**src/sv/lsd_binary_radix_pair_sorter_unit_macros.svh**
```systemverilog
// Assertion macros for the LSD binary radix pair sorter unit.
// Included by the files that carry concurrent assertions; no other dependencies.
`ifndef LSD_BINARY_RADIX_PAIR_SORTER_UNIT_MACROS_SVH
`define LSD_BINARY_RADIX_PAIR_SORTER_UNIT_MACROS_SVH

// Same-cycle implication, disabled while reset is asserted.
`define LSDRPS_ASSERT_IMP(label, clk, rstn, ante, cons) \
    label: assert property (@(posedge clk) disable iff (!(rstn)) (ante) |-> (cons)) \
        else $error("lsdrps assertion failed");

// Next-cycle implication, disabled while reset is asserted.
`define LSDRPS_ASSERT_NXT(label, clk, rstn, ante, cons) \
    label: assert property (@(posedge clk) disable iff (!(rstn)) (ante) |=> (cons)) \
        else $error("lsdrps assertion failed");

`endif

```
**src/sv/lsdrps_pkg.sv**
```systemverilog
// Shared constants and types for the LSD binary radix pair sorter unit.
// No dependencies; imported by the cell and the top level.
package lsdrps_pkg;

    localparam int CAPACITY    = 64;
    localparam int KEY_WIDTH   = 32;
    localparam int FIELD_WIDTH = 32;
    localparam int DATA_WIDTH  = 2 * FIELD_WIDTH;
    localparam int CNT_WIDTH   = $clog2(CAPACITY + 1);

    typedef struct packed {
        logic [FIELD_WIDTH-1:0] position;
        logic [KEY_WIDTH-1:0]   key;
    } pair_t;

    typedef struct packed {
        logic insert;
        logic shift_out;
    } cell_ctrl_t;

endpackage

```
**src/sv/lsdrps_cell.sv**
```systemverilog
// One cell of the sorting chain: holds one key/position pair and a valid bit.
// Depends on lsdrps_pkg.
module lsdrps_cell
    import lsdrps_pkg::*;
(
    input  logic       aclk,
    input  logic       aresetn,
    input  cell_ctrl_t ctrl_i,
    input  pair_t      new_pair_i,
    input  logic       left_take_i,
    input  logic       left_valid_i,
    input  pair_t      left_pair_i,
    input  logic       right_valid_i,
    input  pair_t      right_pair_i,
    output logic       take_o,
    output logic       valid_o,
    output pair_t      pair_o
);

    logic  valid_reg;
    logic  valid_next;
    pair_t pair_reg;
    pair_t pair_next;

    // strictly greater keeps equal keys in arrival order
    assign take_o = !valid_reg || (pair_reg.key > new_pair_i.key);

    always_comb begin
        valid_next = valid_reg;
        pair_next  = pair_reg;
        if (ctrl_i.shift_out) begin
            valid_next = right_valid_i;
            pair_next  = right_pair_i;
        end else if (ctrl_i.insert && take_o) begin
            if (left_take_i) begin
                valid_next = left_valid_i;
                pair_next  = left_pair_i;
            end else begin
                valid_next = 1'b1;
                pair_next  = new_pair_i;
            end
        end
    end

    always_ff @(posedge aclk) begin
        if (!aresetn) begin
            valid_reg <= 1'b0;
        end else begin
            valid_reg <= valid_next;
        end
    end

    always_ff @(posedge aclk) begin
        pair_reg <= pair_next;
    end

    assign valid_o = valid_reg;
    assign pair_o  = pair_reg;

endmodule

```
**config.mk**
```make
export PLATFORM = sky130hd
export DESIGN_NAME = lsdrps_cell
export DESIGN_NICKNAME = d
export VERILOG_FILES = /design/src/sv/lsd_binary_radix_pair_sorter_unit_macros.svh /design/src/sv/lsdrps_pkg.sv /design/src/sv/lsdrps_cell.sv
export SDC_FILE = /design/constraint.sdc
export NUM_CORES = 1
export LEC_CHECK = 0
export ABC_CLOCK_PERIOD_IN_PS = 5700
export BUFFER_PORTS_ARGS = -buffer_cell sky130_fd_sc_hd__buf_2
export CAP_MARGIN = 30
export CORE_MARGIN = 3
export CORE_UTILIZATION = 43
export DETAILED_ROUTE_END_ITERATION = 10
export MAX_ROUTING_LAYER = met4
export PLACE_DENSITY = 0.81
export SLEW_MARGIN = 20
export SYNTH_ARGS = -nofsm -noshare
export SYNTH_HDL_FRONTEND = slang
export SYNTH_SLANG_ARGS = --single-unit
```
**constraint.sdc**
```tcl
create_clock -name aclk -period 5.7 [get_ports aclk]
set_clock_uncertainty 0.2 [all_clocks]
set_input_delay 1.14 -clock aclk [delete_from_list [all_inputs] [get_ports aclk]]
set_output_delay 1.14 -clock aclk [all_outputs]
set_load 0.005 [all_outputs]
```
Word-level counts from Yosys, hierarchy flattened
Cells that the tools add are included.

storage, ports and cells
  input bits = 199
  memories kept = 0
  bits in registers = 65
  bits in latches = 0
  output and inout port bits = 66
  memory bits (writable) = 0
  logic and storage cells = 14
  memory bits (read-only) = 0

cells by class
  add/subtract/negate cells = 0
  magnitude comparators = 1
  reductions and logical operators = 4
  mux-type cells = 6
  eq/ne operators = 0
  shift-type cells = 0
  divide/modulo/power cells = 0
  multiply operators = 0
  bitwise logic cells = 0

operators by type and width
  kind                 count
  2-to-1 mux 64 bit    3
  > comparator 32 bit  1
  2-to-1 mux 1 bit     3
  nonzero test 2 bit   1
  logical AND 1 bit    1
  zero test 1 bit      1
  logical OR 1 bit     1

Depth between registers and ports, before layout
Gate-level depths: netlist (run 1).

  depth after elaboration = 5
  depth in mapped cells = 8

Least setup slack after synthesis (run 1)
Ideal clock, no wire load.

  path type = in2reg
  from = input new_pair_i[14] in the netlist's numbering
  to = register pair_reg, in the netlist pair_o[0] (enable)
  cell stages on the path = 8
  buffers on the path = 0
  arrival time = 3826 ps
  setup slack = 1253 ps
  cell sequence = inv_1 > ha_1 > nand4_1 > nor4_2 > a21boi_2 > o31ai_2 > a41oi_2 > a21o_1

between the ends
  cells in the longest elaborated chain, start to end = 4

ends and longest elaborated chain
  what                          RTL line           RTL
  start, declared               lsdrps_cell.sv:9   input pair_t new_pair_i,
  > comparator 32 bit           lsdrps_cell.sv:26  assign take_o = !valid_reg || (pair_reg.key > new_pair_i.key);
  logical OR 1 bit              lsdrps_cell.sv:26
  via take_o                    lsdrps_cell.sv:15  output logic take_o,
  logical AND 1 bit             lsdrps_cell.sv:34  end else if (ctrl_i.insert && take_o) begin
  nonzero test 2 bit (no line)  -
  end signal, assigned          lsdrps_cell.sv:54  pair_reg <= pair_next;
  end, declared                 lsdrps_cell.sv:22  pair_t pair_reg;

The timed path passes the listed nets, and every way through them passes these cells.
A chain may end at the register's enable or synchronous reset.

Final worst setup path (run 1)
  from = input new_pair_i[14] in the netlist's numbering
  to = output take_o

between the ends
  cells in the longest elaborated chain, start to end = 2

ends and longest elaborated chain
  what                 RTL line
  > comparator 32 bit  lsdrps_cell.sv:26
  logical OR 1 bit     lsdrps_cell.sv:26
  end, declared        lsdrps_cell.sv:15

No other way between the ends.

==> flow_metrics.tcl, run 1 <==
set metrics [dict create \
    post_cts_resized 0 \
    ir_drop_v 0.000125 \
    grt_overflow_total 0 \
    synth.cell_area_mm2 0.00412 \
    fin_total_pwr_mw 1.29 \
    die_area_mm2 0.0108 \
    drv_cap 0 \
    synthTopCellsByCount "70 x nand2_1, 70 x o21ai_0, 64 x edfxtp_1, 64 x mux2i_1, 35 x inv_1" \
    synthTopCellsByArea "edfxtp_1 47%, mux2i_1 16%, ha_1 9.7%" \
    ys_seq_elements 65 \
    drive_above_1_share_pct 43.5 \
    design.core.area_mm2 0.00928 \
    grtUsageMet1_pct 22.3 \
    synthesis.nets 629 \
    hold_viol 0 \
    p_switching_mw 0.351 \
    combPwrFrac_pct 24.4 \
    synthSimpleGateAreaFrac_pct 9.60 \
    grt_pass1_vias 3888 \
    fin_crit_ns 4.30 \
    busiest_layer "met2" \
    clkSinkCount 65 \
    use_met3_pct 6.70 \
    async_flop_share_pct 0 \
    end_kind "primary output" \
    worst_slew_pin_slew_ns 0.832 \
    worstRegToRegCells 8 \
    crit_type "in -> out" \
    holdPathEnd "valid_o$_SDFFE_PN0P_" \
    met2_usage_pct 39.4 \
    totalWireLength_um 12100 \
    num_rows 35 \
    gp_routability_congestion 0.928 \
    synth-edff-count 64 \
    first_pass_iters 5 \
    slew_headroom_pct 44.6 \
    avgRoutedWirePerCell_um 15.3 \
    holdPathStages 2 \
    period_share_pct 75.5 \
    clkTransAtPathRegs_ns 0.07 \
    cp.required_ns 4.36 \
    dp_hpwl_um 9590 \
    setup_violations 0 \
    min-delay-start "valid_o$_SDFFE_PN0P_" \
    r2r-end "pair_o[28]$_DFFE_PP_" \
    synthToLayoutAreaGrowth_pct 40.4 \
    die_h_um 104 \
    via_per_inst 4.96 \
    hold_buffers 0 \
    ys_seq_area_share_pct 47.1 \
    setup_tns_ns 0 \
    synthCells 398 \
    hold_path_class "reg -> reg" \
    cts.path.max_buffers 2 \
    p_int_mw 0.942 \
    vias 3916 \
    clk_latency_ns 0.33 \
    finalNetCount 887 \
    ios 265 \
    synth_xor_xnor_area_share_pct 0 \
    start_util_pct 44.4 \
    tritoncts "built" \
    grt_pass1_wl_um 18400 \
    post_cts_buffers 0 \
    synth.area.mux_share_pct 15.5 \
    port_buffers 264 \
    synth_top_area_share_pct 46.6 \
    yosysWarnings 0 \
    critPathMaxFanout 3 \
    synth_top_flop_cell "edfxtp_1" \
    post_dp_cell_area_mm2 0.00555 \
    power_frac_seq_pct 47.3 \
    arrival_ns 2.96 \
    rr_startpoint "pair_o[14]$_DFFE_PP_" \
    regToRegSetupSlack_ns 2.22 \
    yosysUniqueCellTypes 30 \
    p_clk_share_pct 28.3 \
    rsz0062_at_grt "no" \
    ant_nets 0 \
    h-tree-depth 3 \
    root_buffer "clkbuf_8" \
    start_kind "input pin" \
    drc_errors 0 \
    synth_compound_area_share_pct 12.7 \
    slew_violations 0 \
    synth_top_family_by_area "multiplexers" \
    drt_iter0_markers 188 \
    synth_area_per_cell_um2 10.4 \
    synthAdderAreaFrac_pct 9.72 \
    track_usage_pct 21.7 \
    synth_top_area_cell "edfxtp_1" \
    grt_start_max_net_pins 128 \
    die_w_um 104 \
    outcome "finished, final reports clean" \
    fin_area_mm2 0.00578 \
    p_leak_nw 2.98 \
    sw_frac_of_total_pct 27.1 \
    antenna_found_initial 1 \
    cellPowerDensity_mw_per_mm2 223 \
    fmax_mhz 232 \
    numCtsBuffers 9 \
]
## state kept, by name (all words and copies together), names as in the netlist
signal and count:
pair_o 64, valid_o 1
## layout make-up
type	count	area [µm²]
tap	129	161
multi-input combinational	277	1960
fill	805	3500
clock buffer	11	131
timing repair buffer	268	1410
clock inverter	4	45.0
antenna	1	2.50
sequential	65	1940
inverter	35	131
## through the flow
step	setup slack [ns]	instances	hold WS, ns	utilization, %
2_1_floorplan	1.25	398	0.414	-
3_3_place_gp	1.52	772	0.450	59.8
3_5_place_dp	1.38	772	0.466	59.8
4_1_cts	1.39	787	0.472	61.7
5_1_grt	1.25	790	0.491	62.3
6_report	1.40	790	0.470	62.3
## worst max-delay path, cell delays in order
cell and delay [ns]:
buf_2 0.09, inv_1 0.04, ha_1 0.33, nand4_1 0.19, nor4_2 0.34, a21boi_2 0.23
o31ai_2 0.09, a41oi_2 0.32, buf_2 0.19
## power by group through the flow
stage | clock network [mW] | registers [mW] | logic [mW]
floorplan | 0 | 0.627 | 0.140
global placement | 0 | 0.620 | 0.300
detailed placement | 0 | 0.622 | 0.312
CTS | 0.374 | 0.612 | 0.314
global route | 0.394 | 0.618 | 0.351
finish | 0.366 | 0.611 | 0.315
## cell usage in the layout, fill, tap and decap left out, types with 2 or more instances in the layout
master    Yosys  final
edfxtp_1     64     64
inv_1        35     35
ha_1         32     32
buf_4         0      3
nand3_1       3      3
a211oi_1      3      3
nor2_1        2      2
clkinv_1      0      2
and4_1        2      2
nand4_1       6      6
clkbuf_8      0      9
clkbuf_1     15      2
o22ai_1       2      2
a21o_1        3      2
nand2_1      70     70
mux2i_1      64     64
buf_16        0      2
buf_2         6    262
o21ai_0      70     70
a21oi_1       7      7
## per-layer routing
metal / share of wire (%) / routed length (µm) / vias to the layer above
met5: 0 / 0 / -
met4: 2.2 / 261 / 0
met3: 7.4 / 892 / 26
met2: 53 / 6410 / 175
met1: 37 / 4520 / 1755
li1: - / - / 1960
## kinds of logic (layout without fill, tap and decap cells)
kind of cell    count (synthesis)  in the layout
flops                          65             65
buf+inv                        56            318
simple gates                   88             88
other cells                     0              1
mux                            64             64
fa+ha+maj                      32             32
compound gates                 93             93
## how the worst max path moves through the flow
stage	to	from	slack (ns)	cells after the start
finish	take_o	new_pair_i[14]	1.40	9
CTS	take_o	new_pair_i[14]	1.39	9
detailed placement	pair_o[28]$_DFFE_PP_	new_pair_i[23]	1.38	10
floorplan	pair_o[0]$_DFFE_PP_	new_pair_i[14]	1.25	8
global placement	pair_o[20]$_DFFE_PP_	new_pair_i[23]	1.52	10
global route	take_o	new_pair_i[14]	1.25	9
No activity file was read; power rests on OpenSTA's default activity.
==> run 2: changes to the inputs <==
- ABC_AREA: not set -> 1
- ABC_CLOCK_PERIOD_IN_PS: 5700 -> 3900
- CORE_UTILIZATION: 43 -> 39
- PLACE_DENSITY: 0.81 -> 0.78
- clock period: 5.7 -> 3.9 ns (I/O delays scaled with it)
==> run 2 against run 1 <==
Clock power increased by 48%. Utilization decreased by 5.4 points. Sequential cell count unchanged. Routed wire length grew 9.9%. First-iteration DRC count up 110%. Worst setup slack got worse by 0.53 ns. Final area shrank 1.7%. Global-route usage decreased by 0.13 points. Non-clock buffer count increased by 1. Via count up 15%. Worst hold slack got worse by 0.064 ns. Largest cell class is now registers.
==> flow_metrics.tcl, run 2 <==
set metrics [dict create \
    end_kind "primary output" \
    yosys.cell_count.top_type "a21oi_1" \
    start_util_pct 41.1 \
    synthTopCellsByArea "edfxtp_1 47%, a21oi_1 17%, ha_1 9.8%" \
    synth.cell_area_mm2 0.00411 \
    fmax_mhz 330 \
    grt_start_max_net_pins 68 \
    root_buffer "clkbuf_8" \
    h-tree-depth 3 \
    period_share_pct 77.7 \
    grt_pass1_vias 4051 \
    hold_path_class "reg -> reg" \
    worst_slew_pin_slew_ns 0.892 \
    ir_drop_v 0.000207 \
    holdPathStages 2 \
    ys_seq_elements 65 \
    synthCells 505 \
    drive_above_1_share_pct 38.1 \
    p_int_mw 1.36 \
    num_rows 36 \
    synth_top_area_share_pct 46.8 \
    via_per_inst 5.03 \
    track_usage_pct 21.6 \
    clkTransAtPathRegs_ns 0.06 \
    avgRoutedWirePerCell_um 14.8 \
    arrival_ns 2.05 \
    tritoncts "built" \
    power_frac_seq_pct 46.8 \
    fin_cells 894 \
    vias 4501 \
    cp.required_ns 2.92 \
    port_buffers 264 \
    hold_slack_ns 0.405 \
    ios 265 \
    grt_overflow_total 0 \
    dp_hpwl_um 10100 \
    yosysUniqueCellTypes 22 \
    grt_pass1_wl_um 19100 \
    dp.cells 878 \
    hold_buffers 0 \
    largest_register_ffs 64 \
    fin_area_mm2 0.00569 \
    post_dp_cell_area_mm2 0.00551 \
    cellPowerDensity_mw_per_mm2 333 \
    crit_type "in -> out" \
    async_flop_share_pct 0 \
    setup_violations 0 \
    post_cts_buffers 0 \
    synth-edff-count 64 \
    first_pass_iters 5 \
    synthTopCellsByCount "140 x a21oi_1, 103 x nand2_1, 78 x nor2_1" \
    yosysWarnings 0 \
    numCtsBuffers 9 \
    insertedDiodeCount 0 \
    outcome "finished, final reports clean" \
    slew_headroom_pct 40.5 \
    setup_tns_ns 0 \
    slew_violations 0 \
    totalWireLength_um 13300 \
    clkSinkCount 65 \
    synth_top_area_cell "edfxtp_1" \
    synth_area_per_cell_um2 8.13 \
    finalNetCount 987 \
    final_common_cell "buf_2" \
    sw_frac_of_total_pct 28.1 \
    die_w_um 109 \
    synthesis.nets 736 \
    fin_crit_ns 3.03 \
    p_switching_mw 0.532 \
    drt_iter0_markers 395 \
    clk_latency_ns 0.33 \
    critPathMaxFanout 2 \
    start_kind "input pin" \
    worstRegToRegCells 14 \
    drc_errors 0 \
    rsz0062_at_grt "no" \
    ant_nets 0 \
    gp_routability_congestion 0.834 \
    antenna_found_initial 0 \
    die_area_mm2 0.0118 \
    die_h_um 109 \
    ys_seq_area_share_pct 47.3 \
    hold_viol 0 \
    design.core.area_mm2 0.0100 \
    cts.path.max_buffers 2 \
    post_cts_resized 0 \
    drv_cap 0 \
    combPwrFrac_pct 24.5 \
    final_cell_mix "264 x buf_2, 140 x a21oi_1, 103 x nand2_1" \
    synthToLayoutAreaGrowth_pct 38.5 \
    synth_top_flop_cell "edfxtp_1" \
    p_clk_share_pct 28.7 \
    p_leak_nw 2.89 \
]
## run 2: cell count changes after synthesis, moves of 3 or more
cell / change
nand4_1: -4
nor2_1: +76
a21oi_1: +133
nand2_2: +3
inv_2: +4
mux2i_1: -64
a211oi_1: -3
buf_1: +6
nand2_1: +33
inv_1: +3
o21ai_0: -69
## run 2: metal layers
metal / global-route usage [%] / routed length, µm / vias up
met3: 4.74 / 1270 / 14
li1: - / - / 2209
met1: 26.2 / 5160 / 2014
met4: 5.59 / 165 / 0
met2: 36.7 / 6680 / 264
met5: - / 0 / -
## run 2: critical path, cell delays in order
cell	delay (ns)
buf_2	0.09
inv_1	0.04
ha_1	0.31
a21oi_1	0.14
nor2_1	0.05
nor2_1	0.08
nand2_1	0.09
nand2_1	0.06
nand2_1	0.05
nand2_1	0.06
nand2_1	0.04
nand2_1	0.07
nand2_2	0.06
buf_2	0.13
## run 2: final timing paths
check	from	end	slack, ns
worst max-delay path	new_pair_i[5]	take_o	0.87
worst min-delay path	valid_o$_SDFFE_PN0P_	valid_o$_SDFFE_PN0P_	0.41
worst max register to register	pair_o[7]$_DFFE_PP_	pair_o[11]$_DFFE_PP_	1.36
worst min register to register	valid_o$_SDFFE_PN0P_	valid_o$_SDFFE_PN0P_	0.41
## run 2: power by group through the flow
stage | combinational [mW] | clock, mW | sequential, mW
global placement | 0.448 | 0 | 0.897
detailed placement | 0.462 | 0 | 0.900
floorplan | 0.218 | 0 | 0.907
finish | 0.463 | 0.543 | 0.885
global route | 0.523 | 0.594 | 0.892
CTS | 0.464 | 0.563 | 0.886
## run 2: area by class of cell
cell class	count	area, µm²
sequential	65	1940
tap	133	166
fill	940	4310
clock inverter	4	43.8
multi-input combinational	368	1880
clock buffer	12	135
timing repair buffer	269	1360
inverter	43	163
## run 2: cells by family (layout without fill, tap and decap cells)
family	count (synthesis)	in the layout	synth area share (%)
compound gates	148	148	18.5
fa+ha+maj	32	32	9.75
buf+inv	72	328	6.95
flops	65	65	47.3
simple gates	188	188	17.6
## run 2: per-stage QoR
step,worst slack (ns),utilization [%],power (mW)
floorplan,0.773,-,1.13
global placement,0.857,55.1,1.35
detailed placement,0.859,55.1,1.36
CTS,0.857,56.9,1.91
global route,0.691,56.9,2.01
finish,0.869,56.9,1.89
==> run 3: changes to the inputs <==
- ABC_CLOCK_PERIOD_IN_PS: 3900 -> 2700
- clock period: 3.9 -> 2.7 ns (I/O delays scaled with it)
==> run 3 against run 2 <==
Routed wire length grew 2.7%. Clock power increased by 66%. Combinational power up 60%. Global-route usage grew 0.48 points. Sequential power grew 45%. Via count grew 0.60%. Sequential share of layout area shrank 1.8 points. Register-to-register slack got worse by 1.1 ns. Die area unchanged. Non-clock buffer count is 16 higher. Largest power group unchanged.
==> flow_metrics.tcl, run 3 (same netlist as run 2, synthesis figures left out) <==
set metrics [dict create \
    cpMostUsedCell "nand2_1" \
    start_util_pct 41.1 \
    die_h_um 109 \
    use_met3_pct 4.50 \
    p_switching_mw 0.819 \
    outcome "finished, final reports clean" \
    drc_errors 0 \
    clkSinkCount 65 \
    end_kind "primary output" \
    grt_pass1_vias 4306 \
    cts.path.max_buffers 2 \
    hold_viol 0 \
    setup_violations 0 \
    critPathSlowestCell "edfxtp_1" \
    cp_cell_sequence "ha_1 -> a21o_1 -> nor2_2 -> nand2_1 -> nand2_1 -> nand2_1 -> nand2_1 -> nand2_1 -> nand2_1 -> nand2_2 -> buf_6" \
    ir_drop_v 0.000302 \
    grt_overflow_total 0 \
    vias 4528 \
    start_kind "register" \
    die_area_mm2 0.0118 \
    drive_above_1_share_pct 42.0 \
    rsz0062_at_grt "yes" \
    ant_nets 0 \
    num_rows 36 \
    p_clk_share_pct 30.9 \
    hold_buffers 0 \
    root_buffer "clkbuf_8" \
    fmax_mhz 379 \
    final_common_cell "buf_2" \
    combPwrFrac_pct 25.3 \
    critPathMaxFanout 2 \
    port_buffers 264 \
    period_share_pct 97.8 \
    arrival_ns 1.90 \
    dp_hpwl_um 10500 \
    crit_type "reg -> out" \
    synthToLayoutAreaGrowth_pct 46.2 \
    dp.cells 884 \
    gp_routability_congestion 0.848 \
    finalNetCount 1003 \
    critPathTopFamily "simple AND/OR/NAND/NOR gates" \
    tritoncts "built" \
    slew_violations 0 \
    fin_crit_ns 2.64 \
    busiest_layer "met2" \
    cellPowerDensity_mw_per_mm2 487 \
    grt_pass1_wl_um 19800 \
    die_w_um 109 \
    worst_slew_pin_slew_ns 0.445 \
    clkTransAtPathRegs_ns 0.07 \
    met2_usage_pct 39.8 \
    drt_iter0_markers 351 \
    design.core.area_mm2 0.0100 \
    p_leak_nw 3.00 \
    slew_headroom_pct 70.3 \
    final_cell_mix "263 x buf_2, 137 x a21oi_1, 102 x nand2_1" \
    power_frac_seq_pct 43.8 \
    antenna_found_initial 1 \
    h-tree-depth 3 \
    rr_startpoint "pair_o[7]$_DFFE_PP_" \
    drv_cap 0 \
    path_buf_inv 1 \
    avgRoutedWirePerCell_um 15.0 \
    hold_path_class "in -> reg" \
    min-delay-start "aresetn" \
    first_pass_iters 4 \
    ios 265 \
    numCtsBuffers 9 \
    cp.required_ns 1.96 \
    grtUsageMet1_pct 24.8 \
    track_usage_pct 22.1 \
    totalWireLength_um 13600 \
    clk_latency_ns 0.34 \
    grt_start_max_net_pins 35 \
    fin_cells 911 \
    startpoint "pair_o[7]$_DFFE_PP_" \
    sw_frac_of_total_pct 28.0 \
    largest_register_ffs 64 \
    postLayoutCoreUtil_pct 60.0 \
    via_per_inst 4.97 \
    slowest_delay_ns 0.41 \
    p_int_mw 2.11 \
]
## run 3: cell count changes in the layout (fill, tap and decap cells not counted), moves of 2 or more
| cell | change |
|---|---|
| buf_12 | +3 |
| ha_4 | +6 |
| clkinv_2 | -2 |
| nor2_2 | +4 |
| ha_1 | -6 |
| clkinvlp_4 | +4 |
| a21oi_2 | +3 |
| nor2_1 | -4 |
| buf_4 | +13 |
| a21oi_1 | -3 |
| clkbuf_1 | -3 |
| inv_2 | +2 |
## run 3: worst paths after layout
| kind | to | slack, ns | cells past startpoint |
|---|---|---|---|
| max | take_o | 0.06 | 11 |
| min | valid_o$_SDFFE_PN0P_ | 0.29 | 3 |
| max reg2reg | pair_o[54]$_DFFE_PP_ | 0.27 | 15 |
| min reg2reg | valid_o$_SDFFE_PN0P_ | 0.46 | 2 |
## run 3: tightest hold or removal path, stage by stage
cell	delay (ns)
buf_2	0.10
o31ai_1	0.10
a21oi_2	0.04
## run 3: per-layer routing
layer  vias to the layer above  routed length, µm
met5                         -                  0
met4                         0                250
met3                        26                972
met2                       209               7030
met1                      2053               5380
li1                       2240                  -
## run 3: metrics by stage
| step | cell area (µm²) | power [mW] | hold WS (ns) | setup TNS, ns | setup WS, ns |
|---|---|---|---|---|---|
| after global routing | 6000 | 3.10 | 0.272 | -0.0650 | -0.0650 |
| after detailed placement | 5600 | 1.99 | 0.427 | 0 | 0.0869 |
| after CTS | 5810 | 2.90 | 0.266 | 0 | 0.00129 |
| final | 6000 | 2.93 | 0.291 | 0 | 0.0595 |
| after global placement | 5600 | 1.96 | 0.412 | 0 | 0.102 |
| after floorplan | 4110 | 1.63 | 0.367 | 0 | 0.145 |
## run 3: area by class of cell
class,count,area [µm²]
inverter,43,161
multi-input combinational,368,1990
clock inverter,7,95.1
fill,921,4000
sequential,65,1940
timing repair buffer,285,1520
tap,133,166
clock buffer,9,124
antenna,1,2.50
## run 3: what timing repair did
action | 4_1_cts | 5_1_grt
hold endpoints to repair | 0 | 0
resized for setup | 0 | 18
buffers inserted | 0 | 10
setup endpoints to repair | 0 | 1
## run 3: power groups by stage
| stage | clock (mW) | sequential [mW] | combinational [mW] |
|---|---|---|---|
| floorplan | 0 | 1.31 | 0.316 |
| global placement | 0 | 1.30 | 0.663 |
| detailed placement | 0 | 1.30 | 0.686 |
| CTS | 0.929 | 1.28 | 0.689 |
| global route | 0.972 | 1.29 | 0.831 |
| finish | 0.904 | 1.28 | 0.739 |
